### config.mk
export PLATFORM = sky130hd
export DESIGN_NAME = drum_voice_synth_core
export DESIGN_NICKNAME = d
export VERILOG_FILES = /design/src/dvs_pkg.sv /design/src/drum_voice_synth_core.sv
export SDC_FILE = /design/constraint.sdc
export NUM_CORES = 2
export LEC_CHECK = 0
export BUFFER_PORTS_ARGS = -buffer_cell sky130_fd_sc_hd__buf_2
export CAP_MARGIN = 20
export CELL_PAD_IN_SITES_DETAIL_PLACEMENT = 0
export CELL_PAD_IN_SITES_GLOBAL_PLACEMENT = 1
export CORE_MARGIN = 2
export CORE_UTILIZATION = 35
export CTS_BUF_LIST = sky130_fd_sc_hd__clkbuf_16
export CTS_CLUSTER_DIAMETER = 50
export CTS_CLUSTER_SIZE = 8
export DETAILED_ROUTE_END_ITERATION = 8
export PLACE_DENSITY = 0.61
export SYNTH_ARGS = -nofsm -noshare
export SYNTH_HDL_FRONTEND = slang
export SYNTH_SLANG_ARGS = --single-unit
### constraint.sdc
create_clock -name clock -period 10.1 [get_ports clock]
set_input_delay 1.515 -clock clock [delete_from_list [all_inputs] [get_ports clock]]
set_output_delay 1.515 -clock clock [all_outputs]
set_load 0.05 [all_outputs]
### src/dvs_pkg.sv
// Types, constants, microcode program and sine table function of the drum voice.
// No dependencies; imported by drum_voice_synth_core and dvs_checker.
package dvs_pkg;

   // configuration port
   localparam int CSR_IDX_W  = 3;
   localparam int CSR_DATA_W = 29;

   localparam logic [CSR_IDX_W-1:0] CFG_BASE_STEP    = 3'd0;
   localparam logic [CSR_IDX_W-1:0] CFG_SWEEP_DEPTH  = 3'd1;
   localparam logic [CSR_IDX_W-1:0] CFG_DECAY_FACTOR = 3'd2;
   localparam logic [CSR_IDX_W-1:0] CFG_NOISE_MIX    = 3'd3;
   localparam logic [CSR_IDX_W-1:0] CFG_AMPLITUDE    = 3'd4;

   // register reset values
   localparam logic [28:0] BASE_STEP_RST    = 29'd7158279;
   localparam logic [10:0] SWEEP_DEPTH_RST  = 11'd256;
   localparam logic [23:0] DECAY_FACTOR_RST = 24'd16768478;
   localparam logic [15:0] NOISE_MIX_RST    = 16'd19661;
   localparam logic [15:0] AMPLITUDE_RST    = 16'd32768;

   // voice state
   localparam logic [31:0] SEED_RST = 32'd12345;
   localparam logic [23:0] ENV_FULL = 24'hFFFFFF;
   localparam logic [20:0] LCG_MUL  = 21'd1664525;
   localparam logic [31:0] LCG_INC  = 32'd1013904223;

   // quarter-wave polynomial, Q30
   localparam logic [63:0] Q30_ONE = 64'd1073741824;
   localparam logic [63:0] SIN_C1  = 64'd1686629713;
   localparam logic [63:0] SIN_C3  = 64'd693598669;
   localparam logic [63:0] SIN_C5  = 64'd85569306;
   localparam logic [63:0] SIN_C7  = 64'd5026995;
   localparam logic [63:0] SIN_C9  = 64'd172272;

   // sequencer
   localparam int STEP_W = 4;

   typedef enum logic [0:0] {
      SEQ_IDLE,
      SEQ_RUN
   } seq_state_type;

   typedef enum logic [3:0] {
      MUL_NONE,
      MUL_SEED_LCG,
      MUL_BASE_SWEEP,
      MUL_TONE_MIX,
      MUL_NOISE_MIX,
      MUL_PHI_ENV,
      MUL_PLO_ENV,
      MUL_MAG_ENV,
      MUL_ENV_DECAY,
      MUL_S_AMP
   } mul_sel_type;

   typedef enum logic [3:0] {
      WB_NONE,
      WB_SEED,
      WB_P,
      WB_ACC_SET,
      WB_ACC_ADD,
      WB_TERM_HI,
      WB_TERM_LO,
      WB_S1,
      WB_ENV,
      WB_OUT
   } wb_op_type;

   // one control word: multiplier operands, writeback of last product, side ops
   typedef struct packed {
      mul_sel_type mul_sel;
      wb_op_type   wb_op;
      logic        abs_en;    // mag/sign from accumulator
      logic        phase_en;  // tone phase advance
      logic        hold_out;  // wait here while result slot is full and not being taken
      logic        last;      // jump back to start, sequencer goes idle
   } ucode_type;

   // microcode program; writeback consumes the product of the step before
   function automatic ucode_type dvs_ucode(input logic [STEP_W-1:0] step);
      ucode_type uc;
      uc = '{mul_sel: MUL_NONE, wb_op: WB_NONE, abs_en: 1'b0, phase_en: 1'b0,
             hold_out: 1'b0, last: 1'b0};
      case (step)
         4'd0: begin
            uc.mul_sel = MUL_SEED_LCG;
         end
         4'd1: begin
            uc.mul_sel = MUL_BASE_SWEEP;
            uc.wb_op   = WB_SEED;
         end
         4'd2: begin
            uc.mul_sel = MUL_TONE_MIX;
            uc.wb_op   = WB_P;
         end
         4'd3: begin
            uc.mul_sel = MUL_NOISE_MIX;
            uc.wb_op   = WB_ACC_SET;
         end
         4'd4: begin
            uc.mul_sel = MUL_PHI_ENV;
            uc.wb_op   = WB_ACC_ADD;
         end
         4'd5: begin
            uc.mul_sel = MUL_PLO_ENV;
            uc.wb_op   = WB_TERM_HI;
            uc.abs_en  = 1'b1;
         end
         4'd6: begin
            uc.mul_sel = MUL_MAG_ENV;
            uc.wb_op   = WB_TERM_LO;
         end
         4'd7: begin
            uc.mul_sel = MUL_ENV_DECAY;
            uc.wb_op   = WB_S1;
         end
         4'd8: begin
            uc.mul_sel  = MUL_S_AMP;
            uc.wb_op    = WB_ENV;
            uc.phase_en = 1'b1;
         end
         4'd9: begin
            uc.wb_op    = WB_OUT;
            uc.hold_out = 1'b1;
            uc.last     = 1'b1;
         end
         default: begin
            uc.last = 1'b1;
         end
      endcase
      return uc;
   endfunction

   // quarter-wave sine of x (Q30 angle fraction), Q1.15; elaboration only
   function automatic logic [15:0] quarter_sine(input logic [63:0] x);
      logic [63:0] x2;
      logic [63:0] t;
      logic [63:0] y;
      x2 = (x * x) >> 30;
      t  = SIN_C9;
      t  = SIN_C7 - ((x2 * t) >> 30);
      t  = SIN_C5 - ((x2 * t) >> 30);
      t  = SIN_C3 - ((x2 * t) >> 30);
      t  = SIN_C1 - ((x2 * t) >> 30);
      y  = (x * t) >> 30;
      y  = (y + 64'd16384) >> 15;
      if (y > 64'd32767) begin
         y = 64'd32767;
      end
      return y[15:0];
   endfunction

endpackage

### src/drum_voice_synth_core.sv
// Drum voice top level: microcoded sequencer around one shared signed multiplier.
// Depends on dvs_pkg (types, microcode program, sine table function).
//
// One req beat is one audio sample tick carrying the sequencer phase; each tick gives
// one rsp beat with the saturated Q1.15 sample and a flag in tuser that is set when
// the tick started a new hit (phase fell by more than one half). Each tick runs a
// 10-step microcode program, set by the chain of dependent products that all go
// through the single 33x25 multiplier, at most one per step. The final step waits
// only while the previous result still sits unread in the output register; a new
// beat is accepted as soon as the program ends, even with a result pending. The user
// must make configuration writes on the csr port only while no tick is in flight;
// the block does not enforce it. The quarter-wave sine table is constant logic built at elaboration.
module drum_voice_synth_core
   import dvs_pkg::*;
#(
   parameter int SINE_TABLE_DEPTH = 256
) (
   input  logic                  clock,
   input  logic                  reset,
   // input channel
   input  logic                  req_tvalid,
   output logic                  req_tready,
   input  logic [15:0]           req_tdata,   // [15:0] trigger_phase
   // result channel
   output logic                  rsp_tvalid,
   input  logic                  rsp_tready,
   output logic [15:0]           rsp_tdata,   // [15:0] sample
   output logic                  rsp_tuser,   // [0] triggered
   // configuration
   input  logic                  csr_we,
   input  logic [CSR_IDX_W-1:0]  csr_index,
   input  logic [CSR_DATA_W-1:0] csr_wdata
);

   localparam int IW  = $clog2(SINE_TABLE_DEPTH);
   localparam int IPW = 31 + IW;

   // sequencer
   seq_state_type            state_ff, state_in;
   logic [STEP_W-1:0]        step_ff, step_in;
   ucode_type                uc;
   logic                     req_acc;
   logic                     running;
   logic                     advance;

   // configuration registers
   logic [28:0]              base_ff, base_in;
   logic [10:0]              sweep_ff, sweep_in;
   logic [23:0]              decay_ff, decay_in;
   logic [15:0]              mix_ff, mix_in;
   logic [15:0]              amp_ff, amp_in;

   // voice state
   logic [31:0]              phase_ff, phase_in;
   logic [23:0]              env_ff, env_in;
   logic [15:0]              last_ff, last_in;
   logic [31:0]              seed_ff, seed_in;
   logic                     hit_ff, hit_in;

   // datapath
   logic signed [32:0]       mul_a;
   logic signed [24:0]       mul_b;
   logic signed [57:0]       mul_p;
   logic signed [57:0]       prod_ff, prod_in;
   logic [39:0]              p_ff, p_in;
   logic signed [33:0]       acc_ff, acc_in;
   logic [31:0]              mag_ff, mag_in;
   logic                     neg_ff, neg_in;
   logic [55:0]              thi_ff, thi_in;
   logic [31:0]              term_ff, term_in;
   logic [31:0]              s_ff, s_in;
   logic [16:0]              tone_share;
   logic [56:0]              term_sum;
   logic [56:0]              s1_sum;
   logic [48:0]              s2_sum;
   logic [16:0]              s2;
   logic [15:0]              smp;

   // trigger detect
   logic [16:0]              ph_diff;
   logic                     hit;

   // sine table and lookup pipeline
   logic [15:0]              sine_rom [SINE_TABLE_DEPTH];
   logic [IPW-1:0]           idx_prod;
   logic [IW-1:0]            idx;
   logic [IW:0]              mir;
   logic [IW-1:0]            rom_addr_ff, rom_addr_in;
   logic [1:0]               quad_ff, quad_in;
   logic                     idx_zero_ff, idx_zero_in;
   logic [15:0]              tone_v;
   logic signed [15:0]       tone_ff, tone_in;

   // result register
   logic                     rsp_valid_ff, rsp_valid_in;
   logic [15:0]              rsp_data_ff, rsp_data_in;
   logic                     rsp_trig_ff, rsp_trig_in;

   // constant quarter-wave table
   for (genvar k = 0; k < SINE_TABLE_DEPTH; k++) begin : g_rom
      localparam logic [63:0] XK = (64'(k) * Q30_ONE) / 64'(SINE_TABLE_DEPTH);
      assign sine_rom[k] = quarter_sine(XK);
   end

   // sequencer next state
   always_comb begin
      state_in = state_ff;
      case (state_ff)
         SEQ_IDLE: begin
            if (req_tvalid) begin
               state_in = SEQ_RUN;
            end
         end
         SEQ_RUN: begin
            if (advance && uc.last) begin
               state_in = SEQ_IDLE;
            end
         end
         default: begin
            state_in = SEQ_IDLE;
         end
      endcase
   end

   // sequencer outputs
   always_comb begin
      req_tready = 1'b0;
      running    = 1'b0;
      case (state_ff)
         SEQ_IDLE: req_tready = 1'b1;
         SEQ_RUN:  running    = 1'b1;
         default: begin
            req_tready = 1'b0;
            running    = 1'b0;
         end
      endcase
   end

   assign uc      = dvs_ucode(step_ff);
   assign req_acc = req_tvalid && req_tready;
   assign advance = running && !(uc.hold_out && rsp_valid_ff && !rsp_tready);

   // step counter: jump to start on the last word
   always_comb begin
      step_in = step_ff;
      if (req_acc) begin
         step_in = '0;
      end else if (advance) begin
         step_in = uc.last ? '0 : step_ff + 1'b1;
      end
   end

   // configuration writes
   always_comb begin
      base_in  = base_ff;
      sweep_in = sweep_ff;
      decay_in = decay_ff;
      mix_in   = mix_ff;
      amp_in   = amp_ff;
      if (csr_we) begin
         case (csr_index)
            CFG_BASE_STEP:    base_in  = csr_wdata[28:0];
            CFG_SWEEP_DEPTH:  sweep_in = csr_wdata[10:0];
            CFG_DECAY_FACTOR: decay_in = csr_wdata[23:0];
            CFG_NOISE_MIX:    mix_in   = csr_wdata[15:0];
            CFG_AMPLITUDE:    amp_in   = csr_wdata[15:0];
            default: ;
         endcase
      end
   end

   // hit when phase drops by more than one half
   assign ph_diff = {1'b0, last_ff} - {1'b0, req_tdata};
   assign hit     = (last_ff > req_tdata) && (ph_diff > 17'd32768);

   // sine lookup, stage 1: quadrant and table address
   assign idx_prod = IPW'(phase_ff[29:0]) * IPW'(SINE_TABLE_DEPTH);
   assign idx      = idx_prod[30 +: IW];
   assign mir      = (IW+1)'(SINE_TABLE_DEPTH) - {1'b0, idx};

   always_comb begin
      quad_in     = phase_ff[31:30];
      idx_zero_in = (idx == '0);
      rom_addr_in = phase_ff[30] ? mir[IW-1:0] : idx;
   end

   // sine lookup, stage 2: mirror peak and sign
   assign tone_v  = (quad_ff[0] && idx_zero_ff) ? 16'd32767 : sine_rom[rom_addr_ff];
   assign tone_in = quad_ff[1] ? -$signed(tone_v) : $signed(tone_v);

   // shared multiplier operand select
   assign tone_share = 17'h10000 - {1'b0, mix_ff};

   always_comb begin
      mul_a = '0;
      mul_b = '0;
      case (uc.mul_sel)
         MUL_SEED_LCG: begin
            mul_a = {1'b0, seed_ff};
            mul_b = {4'b0, LCG_MUL};
         end
         MUL_BASE_SWEEP: begin
            mul_a = {4'b0, base_ff};
            mul_b = {14'b0, sweep_ff};
         end
         MUL_TONE_MIX: begin
            mul_a = {{17{tone_ff[15]}}, tone_ff};
            mul_b = {8'b0, tone_share};
         end
         MUL_NOISE_MIX: begin
            mul_a = {{17{seed_ff[31]}}, seed_ff[31:16]};
            mul_b = {9'b0, mix_ff};
         end
         MUL_PHI_ENV: begin
            mul_a = {1'b0, p_ff[39:8]};
            mul_b = {1'b0, env_ff};
         end
         MUL_PLO_ENV: begin
            mul_a = {25'b0, p_ff[7:0]};
            mul_b = {1'b0, env_ff};
         end
         MUL_MAG_ENV: begin
            mul_a = {1'b0, mag_ff};
            mul_b = {1'b0, env_ff};
         end
         MUL_ENV_DECAY: begin
            mul_a = {9'b0, env_ff};
            mul_b = {1'b0, decay_ff};
         end
         MUL_S_AMP: begin
            mul_a = {1'b0, s_ff};
            mul_b = {9'b0, amp_ff};
         end
         default: ;
      endcase
   end

   assign mul_p = mul_a * mul_b;

   // rounding and combining of finished products
   assign term_sum = {1'b0, thi_ff} + {33'b0, prod_ff[31:8]};
   assign s1_sum   = {1'b0, prod_ff[55:0]} + 57'h800000;
   assign s2_sum   = {1'b0, prod_ff[47:0]} + 49'h80000000;
   assign s2       = s2_sum[48:32];

   // saturate with restored sign
   always_comb begin
      if (neg_ff) begin
         smp = (s2 > 17'd32768) ? 16'h8000 : 16'(-s2);
      end else begin
         smp = (s2 > 17'd32767) ? 16'h7FFF : s2[15:0];
      end
   end

   // datapath writeback under microcode control
   always_comb begin
      prod_in  = prod_ff;
      seed_in  = seed_ff;
      p_in     = p_ff;
      acc_in   = acc_ff;
      mag_in   = mag_ff;
      neg_in   = neg_ff;
      thi_in   = thi_ff;
      term_in  = term_ff;
      s_in     = s_ff;
      env_in   = env_ff;
      phase_in = phase_ff;
      last_in  = last_ff;
      hit_in   = hit_ff;
      if (req_acc) begin
         last_in = req_tdata;
         hit_in  = hit;
         if (hit) begin
            env_in   = ENV_FULL;
            phase_in = '0;
         end
      end
      if (advance) begin
         prod_in = mul_p;
         case (uc.wb_op)
            WB_SEED:    seed_in = prod_ff[31:0] + LCG_INC;
            WB_P:       p_in    = prod_ff[39:0];
            WB_ACC_SET: acc_in  = prod_ff[33:0];
            WB_ACC_ADD: acc_in  = acc_ff + prod_ff[33:0];
            WB_TERM_HI: thi_in  = prod_ff[55:0];
            WB_TERM_LO: term_in = term_sum[55:24];
            WB_S1:      s_in    = s1_sum[55:24];
            WB_ENV:     env_in  = prod_ff[47:24];
            default: ;
         endcase
         if (uc.abs_en) begin
            neg_in = acc_ff[33];
            mag_in = acc_ff[33] ? 32'(-acc_ff) : acc_ff[31:0];
         end
         if (uc.phase_en) begin
            phase_in = phase_ff + {3'b0, base_ff} + term_ff;
         end
      end
   end

   // result register: loads on the output step, drains on a taken beat
   always_comb begin
      rsp_valid_in = rsp_valid_ff;
      rsp_data_in  = rsp_data_ff;
      rsp_trig_in  = rsp_trig_ff;
      if (advance && (uc.wb_op == WB_OUT)) begin
         rsp_valid_in = 1'b1;
         rsp_data_in  = smp;
         rsp_trig_in  = hit_ff;
      end else if (rsp_tready) begin
         rsp_valid_in = 1'b0;
      end
   end

   assign rsp_tvalid = rsp_valid_ff;
   assign rsp_tdata  = rsp_data_ff;
   assign rsp_tuser  = rsp_trig_ff;

   // control, configuration and voice state
   always_ff @(posedge clock) begin
      if (reset) begin
         state_ff     <= SEQ_IDLE;
         step_ff      <= '0;
         rsp_valid_ff <= 1'b0;
         base_ff      <= BASE_STEP_RST;
         sweep_ff     <= SWEEP_DEPTH_RST;
         decay_ff     <= DECAY_FACTOR_RST;
         mix_ff       <= NOISE_MIX_RST;
         amp_ff       <= AMPLITUDE_RST;
         phase_ff     <= '0;
         env_ff       <= '0;
         last_ff      <= '0;
         seed_ff      <= SEED_RST;
      end else begin
         state_ff     <= state_in;
         step_ff      <= step_in;
         rsp_valid_ff <= rsp_valid_in;
         base_ff      <= base_in;
         sweep_ff     <= sweep_in;
         decay_ff     <= decay_in;
         mix_ff       <= mix_in;
         amp_ff       <= amp_in;
         phase_ff     <= phase_in;
         env_ff       <= env_in;
         last_ff      <= last_in;
         seed_ff      <= seed_in;
      end
   end

   // payload registers
   always_ff @(posedge clock) begin
      hit_ff      <= hit_in;
      prod_ff     <= prod_in;
      p_ff        <= p_in;
      acc_ff      <= acc_in;
      mag_ff      <= mag_in;
      neg_ff      <= neg_in;
      thi_ff      <= thi_in;
      term_ff     <= term_in;
      s_ff        <= s_in;
      rom_addr_ff <= rom_addr_in;
      quad_ff     <= quad_in;
      idx_zero_ff <= idx_zero_in;
      tone_ff     <= tone_in;
      rsp_data_ff <= rsp_data_in;
      rsp_trig_ff <= rsp_trig_in;
   end

endmodule

# Word-level counts from Yosys, hierarchy flattened
# Memories as Yosys holds them, arrays and structs flattened.
# Index checks and enable logic that the tools add are counted.
dict set report word_totals {
  rom_bits 4096
  memories 1
  word_cells 145
  out_inout_bits 19
  input_bits 53
  reg_bits 534
}
dict set report classes {
  n_eq_ne 31
  bitwise_logic 2
  addsub 14
  reduce_logical 30
  n_lt_le_gt_ge 5
  mul 1
  n_mux 34
}
# memory words width rd rd_ports_with_merged_regs write_ports line
set mem_list {}
lappend mem_list {{(name not given)} 256 16 1 0 0 drum_voice_synth_core.sv:188} ;# assign tone_v = (quad_ff[0] && idx_zero_ff) ? 16'd32767 : sine_rom[rom_addr_ff];
# op count
set op_table {}
lappend op_table {{$pmux 33 s9} 1}
lappend op_table {{$pmux 24 s7} 1}
lappend op_table {{$mux 32} 5}
lappend op_table {{$mux 16} 7}
lappend op_table {{$mux 24} 4}
lappend op_table {{$pmux 4 s9} 2}
lappend op_table {{$pmux 34 s2} 1}
lappend op_table {{$add 56x24->56} 1}
lappend op_table {{$add 56x24->56 const B} 1}
lappend op_table {{$mul 33x25->56} 1}
lappend op_table {{$add 48x32->49 const B} 1}
lappend op_table {{$eq 4x3->1 const B} 12}
lappend op_table {{$add 34x34->34} 1}
lappend op_table {{$gt 17x16->1 const B} 2}
lappend op_table {{$add 32x29->32} 1}
lappend op_table {{$add 32x30->32 const B} 1}
lappend op_table {{$add 32x32->32} 1}
lappend op_table {{$neg 16->16} 2}
lappend op_table {{$neg 32->32} 1}
lappend op_table {{$eq 4x2->1 const B} 6}
lappend op_table {{$eq 4x4->1 const B} 6}
lappend op_table {{$reduce_and 2->1} 12}
lappend op_table {{$gt 17x15->1 const B} 1}
lappend op_table {{$sub 16x16->17} 1}
lappend op_table {{other kinds (24)} 45}

# Logic depth before layout (Yosys ltp)
dict set report depth {
  word_depth 9
  ltp_mapped 39
  mapped_depth_nobuf 35
}

# Worst setup path before layout
# No wires, ideal clock.
dict set report synth_path {
  kind {flip-flop to flip-flop}
  start {register step_ff[0]}
  end {register prod_ff[47] (data pin)}
  period_less_slack_ps 9399
  required_time_ps 9834
  setup_ps 266
  arrival_time_ps 9134
  path_stages_with_launch 33
  setup_slack_ps 701
  n_path_buf 5
  path_cell_list {dfxtp_1 -> inv_1 -> ha_1 -> clkbuf_1 -> inv_1 -> or4_1 -> nor3_1 -> clkbuf_1 -> clkbuf_1 -> a221oi_1 -> o41ai_1 -> clkbuf_1 -> clkbuf_1 -> nand2_1 -> fa_1 -> inv_1 -> fa_1 -> fa_1 -> fa_1 -> fa_1 -> fa_1 -> inv_1 -> fa_1 -> inv_1 -> ha_1 -> a21o_1 -> a21o_1 -> a21o_1 -> or4_1 -> o22ai_1 -> or3_1 -> or3b_2 -> xor2_1}
}
dict set report synth_between {
  elab_chain_cells 6
  word_cells_on_any_way 23
  classes_between {mul (1); eq/ne (17); mux (3); reduce/logical (2)}
}
# item line
set synth_lines {}
lappend synth_lines {{start, declared} drum_voice_synth_core.sv:40} ;# logic [STEP_W-1:0] step_ff, step_in;
lappend synth_lines {{start signal, assigned} drum_voice_synth_core.sv:336} ;# step_ff <= step_in;
lappend synth_lines {{$eq 4x4->1 (tied with other cells)} dvs_pkg.sv:85} ;# case (step)
lappend synth_lines {{$pmux 4 s9 (*)} dvs_pkg.sv:85}
lappend synth_lines {{$eq 4x3->1} drum_voice_synth_core.sv:197} ;# case (uc.mul_sel)
lappend synth_lines {{$reduce_or 3->1 (no line)} n/a}
lappend synth_lines {{$pmux 24 s7} drum_voice_synth_core.sv:197}
lappend synth_lines {{$mul 33x25->56 (*)} drum_voice_synth_core.sv:238} ;# assign mul_p = mul_a * mul_b;
lappend synth_lines {{net mul_p[47]} drum_voice_synth_core.sv:63} ;# logic signed [57:0] mul_p;
lappend synth_lines {{end signal, assigned} drum_voice_synth_core.sv:353} ;# prod_ff <= prod_in;
lappend synth_lines {{end, declared} drum_voice_synth_core.sv:64} ;# logic signed [57:0] prod_ff, prod_in;
# Mark *: on every way through the listed nets, which the timed path passes. The rest lies on a longest branch.
# A chain may end at the register's enable or synchronous reset.

# Worst setup path after layout
dict set report layout_path {
  start {register step_ff[0]}
  end {register prod_ff[54] (data pin)}
}
# The elaborated chain is that of the path after synthesis.

==> implementation parameters <==
Parameter                              Value

Worst setup path
  R2R Path End    prod_ff[54]
  Launch instance of the worst register-to-register path    step_ff[0]
  Standard cell with the maximum stage delay on the critical path    sky130_fd_sc_hd__a2111o_1
  Cell repeated most along the worst path    sky130_fd_sc_hd__fa_1
  Critical setup path kind    reg2reg
  CP startpoint kind    flop
  Worst reg-to-reg setup slack    0.31 ns
  Arrival time at the worst endpoint    10.21 ns
  Delay of the slowest cell on the worst path    0.69 ns
  Capturing element type of the critical path    flop
  Required @ worst endpoint    10.51 ns
  Crit Path Max Fanout    25
  Worst Reg2Reg Path Length in Cells    31

Placed design
  Post-DP Area    63,830 um2
  Last weighted congestion value of the routability-driven placer    0.9277
  Number of instances in the placed design    8,840
  Placed wire-length estimate after detailed placement    175.1 mm
  Port Buffer Count    71

Die
  Number of top-level pins    72
  Overall die area    173,700 um2
  Initial core utilization    35.23%
  Count of standard-cell rows    151
  Area of the core    169,300 um2
  Floorplan die height    416.8 um
  Die width    416.8 um

Hold path
  Worst min path class    reg2reg
  End point of the worst hold path    rsp_tuser
  Startpoint of the worst hold path    hit_ff
  Number of cells on the worst hold path    0

Timing
  # setup viols final    0
  Hold Fails Final Rpt    0
  Fin Clk Skew    0.03597 ns
  Pins over their slew limit    0
  Final critical delay including setup and external delays    9.793 ns
  Slew @ Worst Pin    1.326 ns
  Share of the cycle needed by the critical path after routing    96.96%
  Setup repair after global routing missed its margin    yes
  Maximum clock frequency    0.1021 GHz
  Slew HR    11.59%
  Final worst hold slack    0.4312 ns

Power
  Internal Dissipation    0.006963 W
  Switching Power    0.005502 W
  Switching portion of total power    44.14%
  Peak supply drop    266.5 uV
  Cell leakage power    29.29 nW
  Register share of total power    23.0%
  Share of total power in combinational logic    54.0%
  Power per unit of standard cell area    186.7 nW/um2
  Final Power    0.01247 W
  Fraction of power consumed by the clock network    23.0%

Global route
  Global-route congestion overflow total    0
  Maximum number of pins on one net before global-route repair    101
  Number of antenna violations at the first check in global routing    10
  GRT Util Overall    25.84%
  Number of global-route vias before repair    49,060
  Wire length of the first global-routing pass    333.3 mm

Synth
  Total standard cell area after synthesis    59,650 um2
  EDFF count, synth    301
  Top flip-flop cell by instance count after synthesis    sky130_fd_sc_hd__edfxtp_1
  Number of distinct standard cells referenced by the synthesized netlist    91
  Post-synthesis register bit count    534
  Synthesis warning total    0
  Proportion of register bits with asynchronous set or reset after synthesis    0%
  Part of the Yosys area used for sequential elements    22.97%
  Cell count after synthesis    6,673
  Avg Cell Area, Syn    8.938 um2

CTS
  H-Tree Depth    3
  CTS tree    built
  Root Buffer    sky130_fd_sc_hd__clkbuf_16
  Clock-pin transition on the worst setup and hold timing paths    0.05 ns
  Buffer levels on the longest clock path    3
  # clock sinks    534
  Inserted Clock Buffers    90
  Latest clock arrival within the worst-skew pair    0.68 ns

Finish
  Signed area change from the synthesized netlist to the final layout    11.93%
  Layout cell share with drive strength beyond 1    8.427%
  Commonest non-fill, non-tap cell in the layout    sky130_fd_sc_hd__inv_1
  Number of inserted filler cells in the final layout    17,240
  Leading cell types in the layout, fill and taps excluded    sky130_fd_sc_hd__inv_1, sky130_fd_sc_hd__nand2_1, sky130_fd_sc_hd__fa_1
  Finished Layout Cells    9,009
  Final cell area excluding filler cells    66,760 um2
  Net count reported at finish    7,886

Detailed routing
  DRC violation count after routing    0
  Antenna Nets Post-Route    0
  Final routed wire length divided by cell count    25.05 um
  Avg Vias per Cell    5.450
  Detailed Route Iter0 Violations    4,586
  Total routed wirelength    225.7 mm
  DR pass1 iterations    8
  Via count    49,100

Job
  Max-cap viol count    0

Run status
  Run status    complete, no violations
per-layer routing:
metal  track usage (%)  wire (um)  up-vias
met5                 0         13        -
met4             7.044       6904        2
met3             3.013      14330      300
met2             41.79     104300     1689
met1             36.54     100200    25050
li1                  -          -    22060
logic make-up (layout without fill, tap and decap cells):
kind of cell	count (synthesis)	in the layout	share of synthesized area (%)
buffers and inverters	1393	1499	8.857
muxes	33	33	0.8643
AOI/OAI and AO/OA	1187	1187	13.72
adders and majority gates	1116	1116	33.79
DFF	534	534	22.97
other	2	13	0.01259
and+or+nand+nor	2129	2130	15.69
xor gates and xnor gates	279	279	4.097
cells in the mapped netlist (all sizes together), types with 33 or more instances:
| master | number | area, um2 |
|---|---|---|
| o21ai | 207 | 1036 |
| buf | 64 | 294.0 |
| and3 | 50 | 312.8 |
| inv | 1012 | 3799 |
| fa | 825 | 16520 |
| or3 | 33 | 211.5 |
| nand2 | 1032 | 3876 |
| xor2 | 93 | 814.5 |
| clkbuf | 312 | 1171 |
| o21a | 49 | 367.9 |
| nand4 | 52 | 325.3 |
| nor2 | 530 | 1989 |
| dfxtp | 233 | 4664 |
| a211oi | 56 | 420.4 |
| nor2b | 48 | 300.3 |
| nor3 | 81 | 416.7 |
| nand3b | 49 | 367.9 |
| nand3 | 87 | 435.4 |
| ha | 290 | 3628 |
| a21o | 65 | 488.0 |
| o211ai | 40 | 300.3 |
| a22oi | 60 | 450.4 |
| edfxtp | 301 | 9039 |
| a22o | 49 | 429.2 |
| a21oi | 293 | 1466 |
| xnor2 | 186 | 1629 |
| nand2b | 53 | 331.6 |
timing repair:
item                       in CTS  in global routing
hold buffers                    0                  0
setup endpoints to repair       0                  9
resized for setup               0                 19
setup buffers                   0                  1
how the worst max path moves through the flow:
stage | start | endpoint
after floorplan | step_ff[0] | prod_ff[47]
after global placement | step_ff[0] | prod_ff[54]
after detailed placement | step_ff[0] | prod_ff[54]
after CTS | step_ff[0] | prod_ff[54]
after global routing | step_ff[0] | prod_ff[55]
final | step_ff[0] | prod_ff[54]
critical path: cells and delay by family, from the launching register on:
kind                       cells  cell delay (ns)
AOI/OAI and AO/OA             10             3.33
xor gates and xnor gates       1             0.09
adders and majority gates      9             3.98
buffers and inverters          7             0.94
DFF                            1             0.42
and+or+nand+nor                4             0.77
stage by stage:
stage | TNS, ns | worst slack [ns] | util (%)
after detailed placement | 0 | 0.1328 | 37.70
after CTS | 0 | 0.1036 | 39.35
after global placement | 0 | 0.2602 | 37.70
after floorplan | 0 | 0.7007 | -
after global routing | -0.01358 | -0.007745 | 39.43
final | 0 | 0.3071 | 39.44
registers in the layout (all words and copies together), names as in the netlist, 24 cells and up:
signal / flops
env_ff: 24
acc_ff: 34
s_ff: 32
base_ff: 29
seed_ff: 32
decay_ff: 24
thi_ff: 56
term_ff: 32
p_ff: 40
prod_ff: 56
phase_ff: 32
mag_ff: 32
power groups by stage:
stage	registers (W)	logic [W]	clock network, W
after CTS	0.00286	0.00669	0.00291
after detailed placement	0.00290	0.00663	0
after global routing	0.00286	0.00751	0.00301
after floorplan	0.00283	0.00442	0
after global placement	0.00289	0.00664	0
final	0.00286	0.00674	0.00287
final cells by class:
cell class / instances / area, um2 / area share [%]
repair buffers: 320 / 2580 / 3.865
clock inverters: 69 / 452.9 / 0.6784
well taps: 2218 / 2775 / 4.157
flip-flops and latches: 534 / 13710 / 20.54
diodes: 3 / 7.507 / 0.01125
multi-input cells: 4755 / 41090 / 61.54
clock buffers: 93 / 2327 / 3.486
inverters: 1017 / 3817 / 5.718
Power figures use the tool's default switching activity.
